<file path="src/sv/jpt_pkg.sv">
`timescale 1ns / 1ps
// ----------------------------------------------------------------------------
// JSON pair tokenizer package
// Shared types, character codes and helpers for the tokenizer blocks.
// ----------------------------------------------------------------------------
package jpt_pkg;

	localparam int Q_DEPTH = 4;
	localparam int Q_AW    = $clog2(Q_DEPTH);
	localparam int Q_CW    = $clog2(Q_DEPTH + 1);

	localparam logic [7:0] CH_LBRACE = 8'h7B;
	localparam logic [7:0] CH_QUOTE  = 8'h22;
	localparam logic [7:0] CH_BSLASH = 8'h5C;
	localparam logic [7:0] CH_COLON  = 8'h3A;
	localparam logic [7:0] CH_COMMA  = 8'h2C;
	localparam logic [7:0] CH_RBRACE = 8'h7D;
	localparam logic [7:0] CH_SPACE  = 8'h20;
	localparam logic [7:0] CH_TAB    = 8'h09;
	localparam logic [7:0] CH_CR     = 8'h0D;

	typedef enum logic [2:0] {
		TK_KEY   = 3'd0,
		TK_VAL   = 3'd1,
		TK_PAIR  = 3'd2,
		TK_CLOSE = 3'd3,
		TK_END   = 3'd4,
		TK_ERR   = 3'd5
	} tok_kind_t;

	typedef enum logic [5:0] {
		PH_START   = 6'b000001,
		PH_KEY     = 6'b000010,
		PH_KEY_END = 6'b000100,
		PH_VAL     = 6'b001000,
		PH_VAL_END = 6'b010000,
		PH_NEXT    = 6'b100000
	} phase_t;

	typedef struct packed {
		tok_kind_t  kind;
		logic [7:0] chr;
		logic       last;
	} token_t;

	typedef struct packed {
		logic [1:0] n;
		token_t     tok0;
		token_t     tok1;
	} tok_bundle_t;

	function automatic logic is_space(input logic [7:0] c);
		is_space = (c == CH_SPACE) || ((c >= CH_TAB) && (c <= CH_CR));
	endfunction

endpackage

</file>
<file path="src/sv/jpt_parse.sv">
`timescale 1ns / 1ps
// ----------------------------------------------------------------------------
// JSON pair tokenizer parser
// Holds the parse state and decodes one byte into at most two tokens.
// ----------------------------------------------------------------------------
module jpt_parse (
	input  logic                clk,
	input  logic                arst_n,
	input  logic                step,
	input  logic [7:0]          chr,
	input  logic                fin,
	output jpt_pkg::tok_bundle_t bundle
);
	import jpt_pkg::*;

	phase_t     phase_q;
	logic       esc_q;
	logic       done_q;
	phase_t     ph_d;
	logic       esc_d;
	logic       done_d;
	logic [1:0] n;
	tok_kind_t  k0;
	tok_kind_t  k1;
	tok_kind_t  str_kind;
	logic [7:0] c0;

	always_comb begin
		ph_d     = phase_q;
		esc_d    = esc_q;
		done_d   = done_q;
		n        = 2'd0;
		k0       = TK_KEY;
		k1       = TK_KEY;
		c0       = 8'h00;
		str_kind = (phase_q == PH_KEY) ? TK_KEY : TK_VAL;
		if (!done_q) begin
			unique case (phase_q)
				PH_KEY, PH_VAL: begin
					priority if (esc_q) begin
						esc_d = 1'b0;
						n     = 2'd1;
						k0    = str_kind;
						c0    = chr;
					end else if ((chr == CH_BSLASH) && !fin) begin
						esc_d = 1'b1;
					end else if (chr == CH_QUOTE) begin
						ph_d = (phase_q == PH_KEY) ? PH_KEY_END : PH_VAL_END;
					end else begin
						n  = 2'd1;
						k0 = str_kind;
						c0 = chr;
					end
				end
				PH_KEY_END: begin
					priority if (is_space(chr) || (chr == CH_COLON)) begin
					end else if (chr == CH_QUOTE) begin
						ph_d = PH_VAL;
					end else begin
						n      = 2'd1;
						k0     = TK_ERR;
						done_d = 1'b1;
					end
				end
				PH_VAL_END: begin
					priority if (is_space(chr)) begin
					end else if (chr == CH_COMMA) begin
						n    = 2'd1;
						k0   = TK_PAIR;
						ph_d = PH_NEXT;
					end else if (chr == CH_RBRACE) begin
						n      = 2'd2;
						k0     = TK_PAIR;
						k1     = TK_CLOSE;
						done_d = 1'b1;
					end else begin
						n      = 2'd1;
						k0     = TK_ERR;
						done_d = 1'b1;
					end
				end
				PH_NEXT: begin
					priority if (is_space(chr)) begin
					end else if (chr == CH_QUOTE) begin
						ph_d = PH_KEY;
					end else begin
						n      = 2'd1;
						k0     = TK_ERR;
						done_d = 1'b1;
					end
				end
				default: begin
					priority if (is_space(chr) || (chr == CH_LBRACE)) begin
					end else if (chr == CH_QUOTE) begin
						ph_d = PH_KEY;
					end else begin
						n      = 2'd1;
						k0     = TK_ERR;
						done_d = 1'b1;
					end
				end
			endcase
		end
		if (fin) begin
			if (!done_d) begin
				if (n == 2'd0) begin
					k0 = TK_END;
				end else begin
					k1 = TK_END;
				end
				n = n + 2'd1;
			end
			ph_d   = PH_START;
			esc_d  = 1'b0;
			done_d = 1'b0;
		end
	end

	assign bundle.n         = n;
	assign bundle.tok0.kind = k0;
	assign bundle.tok0.chr  = c0;
	assign bundle.tok0.last = (n == 2'd1);
	assign bundle.tok1.kind = k1;
	assign bundle.tok1.chr  = 8'h00;
	assign bundle.tok1.last = 1'b1;

	always_ff @(posedge clk or negedge arst_n) begin
		if (!arst_n) begin
			phase_q <= PH_START;
			esc_q   <= 1'b0;
			done_q  <= 1'b0;
		end else if (step) begin
			phase_q <= ph_d;
			esc_q   <= esc_d;
			done_q  <= done_d;
		end
	end

	a_esc_in_string: assert property (@(posedge clk) disable iff (!arst_n)
		esc_q |-> (phase_q == PH_KEY) || (phase_q == PH_VAL))
		else $error("Escape pending outside a string.");

	a_final_restarts: assert property (@(posedge clk) disable iff (!arst_n)
		(step && fin) |=> (phase_q == PH_START) && !esc_q && !done_q)
		else $error("Final byte did not return the parser to its start state.");

	a_done_silent: assert property (@(posedge clk) disable iff (!arst_n)
		(done_q && !fin) |-> (n == 2'd0))
		else $error("Token produced while the object is finished.");

endmodule

</file>
<file path="src/sv/jpt_outq.sv">
`timescale 1ns / 1ps
// ----------------------------------------------------------------------------
// JSON pair tokenizer output queue
// Small token queue: up to two tokens in per cycle, one out unless stalled.
// ----------------------------------------------------------------------------
module jpt_outq (
	input  logic                     clk,
	input  logic                     arst_n,
	input  logic                     push,
	input  jpt_pkg::tok_bundle_t     bundle,
	output logic [jpt_pkg::Q_CW-1:0] level,
	output logic                     head_valid,
	output jpt_pkg::token_t          head,
	input  logic                     head_stall
);
	import jpt_pkg::*;

	token_t            mem_q [Q_DEPTH];
	logic [Q_AW-1:0]   wr_ptr_q;
	logic [Q_AW-1:0]   rd_ptr_q;
	logic [Q_CW-1:0]   cnt_q;
	logic [1:0]        push_n;
	logic              pop;

	assign push_n     = push ? bundle.n : 2'd0;
	assign head_valid = (cnt_q != '0);
	assign head       = mem_q[rd_ptr_q];
	assign pop        = head_valid && !head_stall;
	assign level      = cnt_q;

	always_ff @(posedge clk) begin
		if (push_n != 2'd0) begin
			mem_q[wr_ptr_q] <= bundle.tok0;
		end
		if (push_n == 2'd2) begin
			mem_q[wr_ptr_q + Q_AW'(1)] <= bundle.tok1;
		end
	end

	always_ff @(posedge clk or negedge arst_n) begin
		if (!arst_n) begin
			wr_ptr_q <= '0;
			rd_ptr_q <= '0;
			cnt_q    <= '0;
		end else begin
			wr_ptr_q <= wr_ptr_q + Q_AW'(push_n);
			rd_ptr_q <= rd_ptr_q + Q_AW'(pop);
			cnt_q    <= cnt_q + Q_CW'(push_n) - Q_CW'(pop);
		end
	end

	a_no_overflow: assert property (@(posedge clk) disable iff (!arst_n)
		({1'b0, cnt_q} + (Q_CW + 1)'(push_n)) <= (Q_CW + 1)'(Q_DEPTH))
		else $error("Token queue overflow.");

	a_level_bound: assert property (@(posedge clk) disable iff (!arst_n)
		cnt_q <= Q_CW'(Q_DEPTH))
		else $error("Token queue level out of range.");

	a_pop_only: assert property (@(posedge clk) disable iff (!arst_n)
		(pop && (push_n == 2'd0)) |=> (cnt_q == $past(cnt_q) - Q_CW'(1)))
		else $error("Token queue level wrong after a lone transfer out.");

endmodule

</file>
<file path="src/sv/flat_json_pair_tokenizer.sv">
`timescale 1ns / 1ps
// ----------------------------------------------------------------------------
// Flat JSON pair tokenizer
// Turns a flat JSON object, one byte per transfer, into tagged tokens.
// ----------------------------------------------------------------------------
//  Channel  Direction  Handshake            Payload
//  input    in         in_valid / in_stall  char_in, is_final
//  output   out        out_valid/out_stall  token_kind, token_char, run_end
//
//  One byte is taken per cycle while in_stall is low; a byte's tokens pass
//  through the input register into a four-entry queue, which gives one token
//  per cycle while out_stall is low. The input stalls only when the queue
//  cannot take the tokens, one or two, of the registered byte.
//  Reset clears the parse state, the input register and the queue.
//  Output stall holds the queue head and the input stall follows queue level.
// ----------------------------------------------------------------------------
module flat_json_pair_tokenizer (
	input  logic       clk,
	input  logic       arst_n,
	input  logic       in_valid,
	output logic       in_stall,
	input  logic [7:0] char_in,
	input  logic       is_final,
	output logic       out_valid,
	input  logic       out_stall,
	output logic [2:0] token_kind,
	output logic [7:0] token_char,
	output logic       run_end
);
	import jpt_pkg::*;

	logic              vld_s1;
	logic [7:0]        chr_s1;
	logic              fin_s1;
	logic              consume;
	logic [Q_CW-1:0]   level;
	tok_bundle_t       bundle;
	token_t            head;

	assign consume  = vld_s1 &&
		(({1'b0, level} + (Q_CW + 1)'(bundle.n)) <= (Q_CW + 1)'(Q_DEPTH));
	assign in_stall = vld_s1 && !consume;

	always_ff @(posedge clk or negedge arst_n) begin
		if (!arst_n) begin
			vld_s1 <= 1'b0;
		end else if (!in_stall) begin
			vld_s1 <= in_valid;
		end
	end

	always_ff @(posedge clk) begin
		if (in_valid && !in_stall) begin
			chr_s1 <= char_in;
			fin_s1 <= is_final;
		end
	end

	jpt_parse u_parse (
		.clk    (clk),
		.arst_n (arst_n),
		.step   (consume),
		.chr    (chr_s1),
		.fin    (fin_s1),
		.bundle (bundle)
	);

	jpt_outq u_outq (
		.clk        (clk),
		.arst_n     (arst_n),
		.push       (consume),
		.bundle     (bundle),
		.level      (level),
		.head_valid (out_valid),
		.head       (head),
		.head_stall (out_stall)
	);

	assign token_kind = head.kind;
	assign token_char = head.chr;
	assign run_end    = head.last;

endmodule
</file>
<file path="config.mk">
export PLATFORM = sky130hd
export DESIGN_NAME = flat_json_pair_tokenizer
export DESIGN_NICKNAME = d
export VERILOG_FILES = /design/src/sv/jpt_pkg.sv /design/src/sv/jpt_parse.sv /design/src/sv/jpt_outq.sv /design/src/sv/flat_json_pair_tokenizer.sv
export SDC_FILE = /design/constraint.sdc
export NUM_CORES = 1
export LEC_CHECK = 0
export BUFFER_PORTS_ARGS = -buffer_cell sky130_fd_sc_hd__buf_2
export CAP_MARGIN = 40
export CORE_MARGIN = 2
export CORE_UTILIZATION = 35
export CTS_CLUSTER_DIAMETER = 50
export DETAILED_ROUTE_END_ITERATION = 6
export PLACE_DENSITY = 0.51
export SLEW_MARGIN = 20
export SYNTH_ARGS = -nofsm -noshare
export SYNTH_HDL_FRONTEND = slang
export SYNTH_HIERARCHICAL = 1
export SYNTH_SLANG_ARGS = --single-unit
</file>
<file path="constraint.sdc">
create_clock -name clk -period 5.3 [get_ports clk]
set_clock_uncertainty 0.15 [all_clocks]
set_input_delay 0.795 -clock clk [delete_from_list [all_inputs] [get_ports clk]]
set_output_delay 0.795 -clock clk [all_outputs]
set_load 0.03 [all_outputs]
</file>
* Yosys cells after proc, flatten, opt, wreduce, memory -nomap -nowiden *
Memories as Yosys holds them, arrays and structs flattened.
Cells that the tools add are included.

operators by class
  $add $sub $neg = 7
  order comparisons = 3
  equality and inequality tests = 24
  muxes and demuxes = 75
  reductions and logical operators = 20

operator list
  cell                                                                                  number
  6-bit two-way mux                                                                     12
  3-bit two-way mux                                                                     21
  8-bit two-way mux                                                                     5
  8-bit by 6-bit == test with 1-bit output (second input constant)                      4
  8-bit by 7-bit == test with 1-bit output (second input constant)                      3
  2-bit two-way mux                                                                     12
  6-bit one-hot mux with 4 select lines                                                 1
  1-bit two-way mux                                                                     20
  3-bit inequality test (second input constant)                                         5
  3-bit one-hot mux with 4 select lines                                                 1
  11-bit AND reduction                                                                  1
  3-bit by 2-bit inequality test with 1-bit output (second input constant)              3
  8-bit by 4-bit greater-or-equal comparator with 1-bit output (second input constant)  1
  8-bit by 4-bit <= comparator with 1-bit output (second input constant)                1
  2-bit one-hot mux with 4 select lines                                                 1
  6-bit by 2-bit == test with 1-bit output (second input constant)                      1
  6-bit by 3-bit == test with 1-bit output (second input constant)                      1
  6-bit by 4-bit == test with 1-bit output (second input constant)                      1
  6-bit by 5-bit == test with 1-bit output (second input constant)                      1
  6-bit == test (second input constant)                                                 1
  1-bit logical AND                                                                     6
  6-bit inequality test (second input constant)                                         1
  5-bit two-way mux                                                                     1
  2-bit by 1-bit adder with 2-bit output (second input constant)                        2
  other kinds (17)                                                                      23

storage, ports and cells
  register bits = 25
  RAM bits = 48
  input bits = 13
  output and inout port bits = 14
  memories kept = 1

memories
  memory        words  width  rd ports  clocked after Yosys merged registers in  wr ports  RTL line        RTL
  u_outq.mem_q  4      12     1         0                                        2         jpt_outq.sv:18  token_t mem_q [Q_DEPTH];

* Longest topological paths before layout *
  depth in word-level cells = 17
  gate-level depth with buffers = 19
  depth with buffers taken out = 18

* Hierarchy *
Netlist, hierarchy kept.

by module, submodules not included
  module                    instances  cells an instance  area each (µm²)  seq. area each (µm²)
  jpt_outq                  1          163                2,783.9          1,616.6
  jpt_parse                 1          146                1,194.9          201.4
  flat_json_pair_tokenizer  1          24                 411.6            295.3

* Worst setup path after synthesis *
No wires, ideal clock.

  kind = flip-flop to flip-flop
  from = register u_parse.phase_q[0]
  to = register u_outq.cnt_q[2] (netlist: u_outq/level[2])
  arrival = 4,287 ps
  required time = 5,025 ps
  slack = 738 ps
  stages on the path, launching flop included = 19
  cells stage by stage = dfstp_2 nor2_4 and4_1 clkbuf_2 or3_1 nand2b_4 o211ai_2 ha_1 a21o_1 fa_1 xnor2_1 o221a_2 and2_1 xor2_1 ha_1 inv_1 fa_1 xor2_1 xnor2_1

RTL lines
  element                   RTL line          RTL
  start: declaration        jpt_parse.sv:16   phase_t phase_q;
  start signal: assignment  jpt_parse.sv:133  phase_q <= ph_d;
  end signal: assignment    jpt_outq.sv:48    cnt_q <= cnt_q + Q_CW'(push_n) - Q_CW'(pop);
  end: declaration          jpt_outq.sv:21    logic [Q_CW-1:0] cnt_q;

==> results by group <==
Outcome
  • Outcome: completed

Critical path
  • R2R Path End: u_outq/level[2]
  • Slowest CP cell: edfxtp_1
  • Worst R2R Start: chr_s1[2]
  • CP max FO: 12
  • WP buf/inv: 1
  • Critical path depth: 17
  • Worst Path Class, Setup: flip-flop to flip-flop
  • Crit path launch type: flip-flop
  • Crit-path cells: nor4b_4 -> a21oi_1 -> o32ai_4 -> o22ai_1 -> o211ai_2 -> ha_1 -> a21o_1 -> fa_1 -> xnor2_1 -> o221a_2 -> and2_1 -> xor2_1 -> ha_1 -> inv_1 -> fa_1 -> xor2_1 -> xnor2_1
  • R2r setup slk: about 0.38 ns
  • WP data arrival: 4.98 ns
  • Delay-heaviest family, CP: compound AO/OA/AOI/OAI gates
  • CP endpoint kind: flip-flop
  • Required time of the critical path: approximately 5.4 ns
  • Slowest stage delay, CP: about 0.53 ns
  • R2R depth: 17

Pwr
  • PwrDens: approximately 550 nW/µm²
  • Peak VDD IR: around 0.00017 V
  • Leak: approximately 1.9 nW

Clock network
  • Clock sinks: 73
  • H-Tree Depth: 3
  • CTS tree: built
  • CTS Buf Count: 9
  • CTS max path bufs: 2
  • Insertion delay to the later sink of the worst-skew pair: around 0.34 ns
  • Root Buffer: clkbuf_16
  • Worst-path clk slew: about 0.060 ns
  • Post-CTS Repair Setup Buffers: 0

Yosys
  • Synth cell count leaders: 57 x edfxtp_1, 40 x mux2_2, 15 x dfrtp_1
  • Post-synth ARST share: 0.2192
  • Yosys top cell area share: 0.3899
  • Sequential cell area fraction in the yosys report: 0.4813
  • EDFF count, synth: 57
  • Netlist cell types: a little over 70
  • Most common cell in the netlist: edfxtp_1
  • Top cells by area, synth: edfxtp_1 39%, mux2_2 10%, dfrtp_1 8.5%
  • Post-synthesis cell area: around 4400 µm²
  • Yosys reg bits: 73
  • Post-Syn Area per Cell: approximately 13 µm²
  • Area leader, netlist: edfxtp_1
  • Dominant synthesized flop cell: edfxtp_1
  • Synth warn: 6
  • Synth Instances: 333

STA
  • Final Max Slew Viols: 0
  • Worst Hold Slack: approximately 0.21 ns
  • Worst-Margin Slew: approximately 0.65 ns
  • Post-route setup TNS: 0 ns
  • Worst slew margin: 0.5641
  • RSZ-0062 raised after global routing: no
  • FMAX: 0.2033 GHz
  • Finish-stage setup viols: 0
  • Final worst-path cycle share: 0.9282
  • Final Hold Fails: 0
  • Final min period: just under 5 ns

Die
  • Rows: 40
  • Initial core utilization: 0.3625
  • Num ports: 27
  • Core Area: about 12000 µm²
  • Die height: about 120 µm
  • Die width: between 100 and 150 µm
  • Die area: about 13000 µm²

Layout
  • Area Overhead vs Synth: 12.91%
  • Storage cell area: ~2100 µm²
  • Layout cell share with drive strength beyond 1: 0.3689
  • Core Util, Final: 0.4093
  • Ant. Diodes: 0
  • Nets: 382
  • Area occupied by multi-input gates: roughly 2100 µm²
  • # fillers: about 1200

GRT
  • Initial antenna violation count: 0
  • Total Routing Usage GR: 0.1420
  • Total grt overflow: 0
  • First-pass GRT wire length: between 10000 and 15000 µm
  • Largest net degree at the start of global routing: 17
  • Vias in the first global route: 2727

Detailed routing
  • First-pass DRT Iterations: 4
  • Routed Wire Length: 8730 µm
  • Vias per cell: 5.017
  • Via count: approximately 2700
  • DRC: 0
  • WL/cell: around 16 µm
  • Post-DRT Antenna Nets: 0
  • DR iter-0 viols: about 130

Place
  • Hpwl dp: roughly 6000 µm
  • Buffers added on ports: 26
  • Final RePlAce weighted congestion: approximately 0.79

Worst hold path
  • HP Class: primary input to async pin

Flow run
  • Max-cap viol count: 0
[cell usage in the layout (no fill, tap or decap), types with 3 or more instances in the layout]
cell / synthesis / layout
xnor2_1: 6 / 6
nand3_1: 5 / 5
nor2_1: 13 / 13
o2bb2ai_1: 3 / 3
dfrtp_1: 15 / 15
clkbuf_16: 0 / 9
xor2_1: 6 / 6
mux2_2: 40 / 40
nand4_1: 4 / 4
o21ai_0: 8 / 8
mux4_2: 12 / 12
clkbuf_1: 2 / 3
buf_4: 12 / 10
inv_1: 11 / 11
edfxtp_1: 57 / 57
o211ai_1: 3 / 3
nand2_1: 13 / 13
and2_1: 8 / 8
a21oi_1: 6 / 6
ha_1: 6 / 6
mux2_4: 10 / 10
or3_1: 5 / 5
nand2b_1: 5 / 5
buf_2: 5 / 26
conb_1: 2 / 9
o22ai_1: 4 / 4
and3_1: 4 / 4
nor3_1: 12 / 12
[cells by family after synthesis]
| kind of cell | share of synthesized area |
|---|---|
| fa+ha+maj | 0.02622 |
| other cells | 0.001711 |
| flops | 0.4813 |
| buf+inv | 0.05500 |
| xor+xnor | 0.02394 |
| mux | 0.2006 |
| simple gates | 0.1280 |
| compound gates | 0.08321 |
[state kept, by name, summed over array words and instances, names as in the netlist]
signal / flops
u_outq/rd_ptr_q: 2
u_outq/mem_q: 48
u_parse/done_q: 1
chr_s1: 8
u_parse/phase_q: 6
u_outq/wr_ptr_q: 2
u_outq/level: 3
fin_s1: 1
u_parse/esc_q: 1
vld_s1: 1
[area by class of cell]
| class | instances | share of cell area |
|---|---|---|
| timing repair buffer | 37 | 0.04442 |
| sequential | 73 | 0.4263 |
| inverter | 11 | 0.008329 |
| multi-input combinational | 229 | 0.4195 |
| clock inverter | 3 | 0.008582 |
| tap | 168 | 0.04240 |
| clock buffer | 13 | 0.05048 |
[per-stage QoR]
| step | worst slack [ns] | power [mW] | instances | cell area [µm²] |
|---|---|---|---|---|
| global placement | 0.4446 | 2.118 | 517 | 4632 |
| floorplan | 0.7381 | 1.857 | 340 | 4417 |
| finish | 0.3806 | 2.721 | 534 | 4957 |
| detailed placement | 0.3479 | 2.131 | 518 | 4647 |
| CTS | 0.3408 | 2.751 | 534 | 4940 |
| global route | 0.02906 | 2.913 | 534 | 4957 |
[worst max-delay path by stage]
stage	from	endpoint
6_report	chr_s1[2]	u_outq/level[2]
5_1_grt	chr_s1[2]	u_outq/level[2]
4_1_cts	chr_s1[2]	u_outq/level[2]
3_5_place_dp	chr_s1[2]	u_outq/level[2]
3_3_place_gp	u_parse/phase_q[2]	u_outq/level[2]
2_1_floorplan	u_parse/phase_q[0]	u_outq/level[2]
[routing by layer]
layer / track usage / wire length (µm)
met5: 0 / 0
met4: 0.04603 / 151
met3: 0.04655 / 371
met2: 0.2374 / 4186
met1: 0.1743 / 4021
[power by group]
part / internal, mW / switching (mW) / leakage [nW] / total (mW)
Clock: 0.377 / 0.225 / 0.140 / 0.602
Sequential: 0.812 / 0.157 / 0.719 / 0.970
Combinational: 0.515 / 0.635 / 0.994 / 1.15
Total: 1.70 / 1.02 / 1.85 / 2.72
[timing repair]
action,in CTS,in global routing
endpoints found under the setup margin,0,1
gates resized for setup,0,2
hold buffers,0,0
No activity file was read; power rests on OpenSTA's default activity.
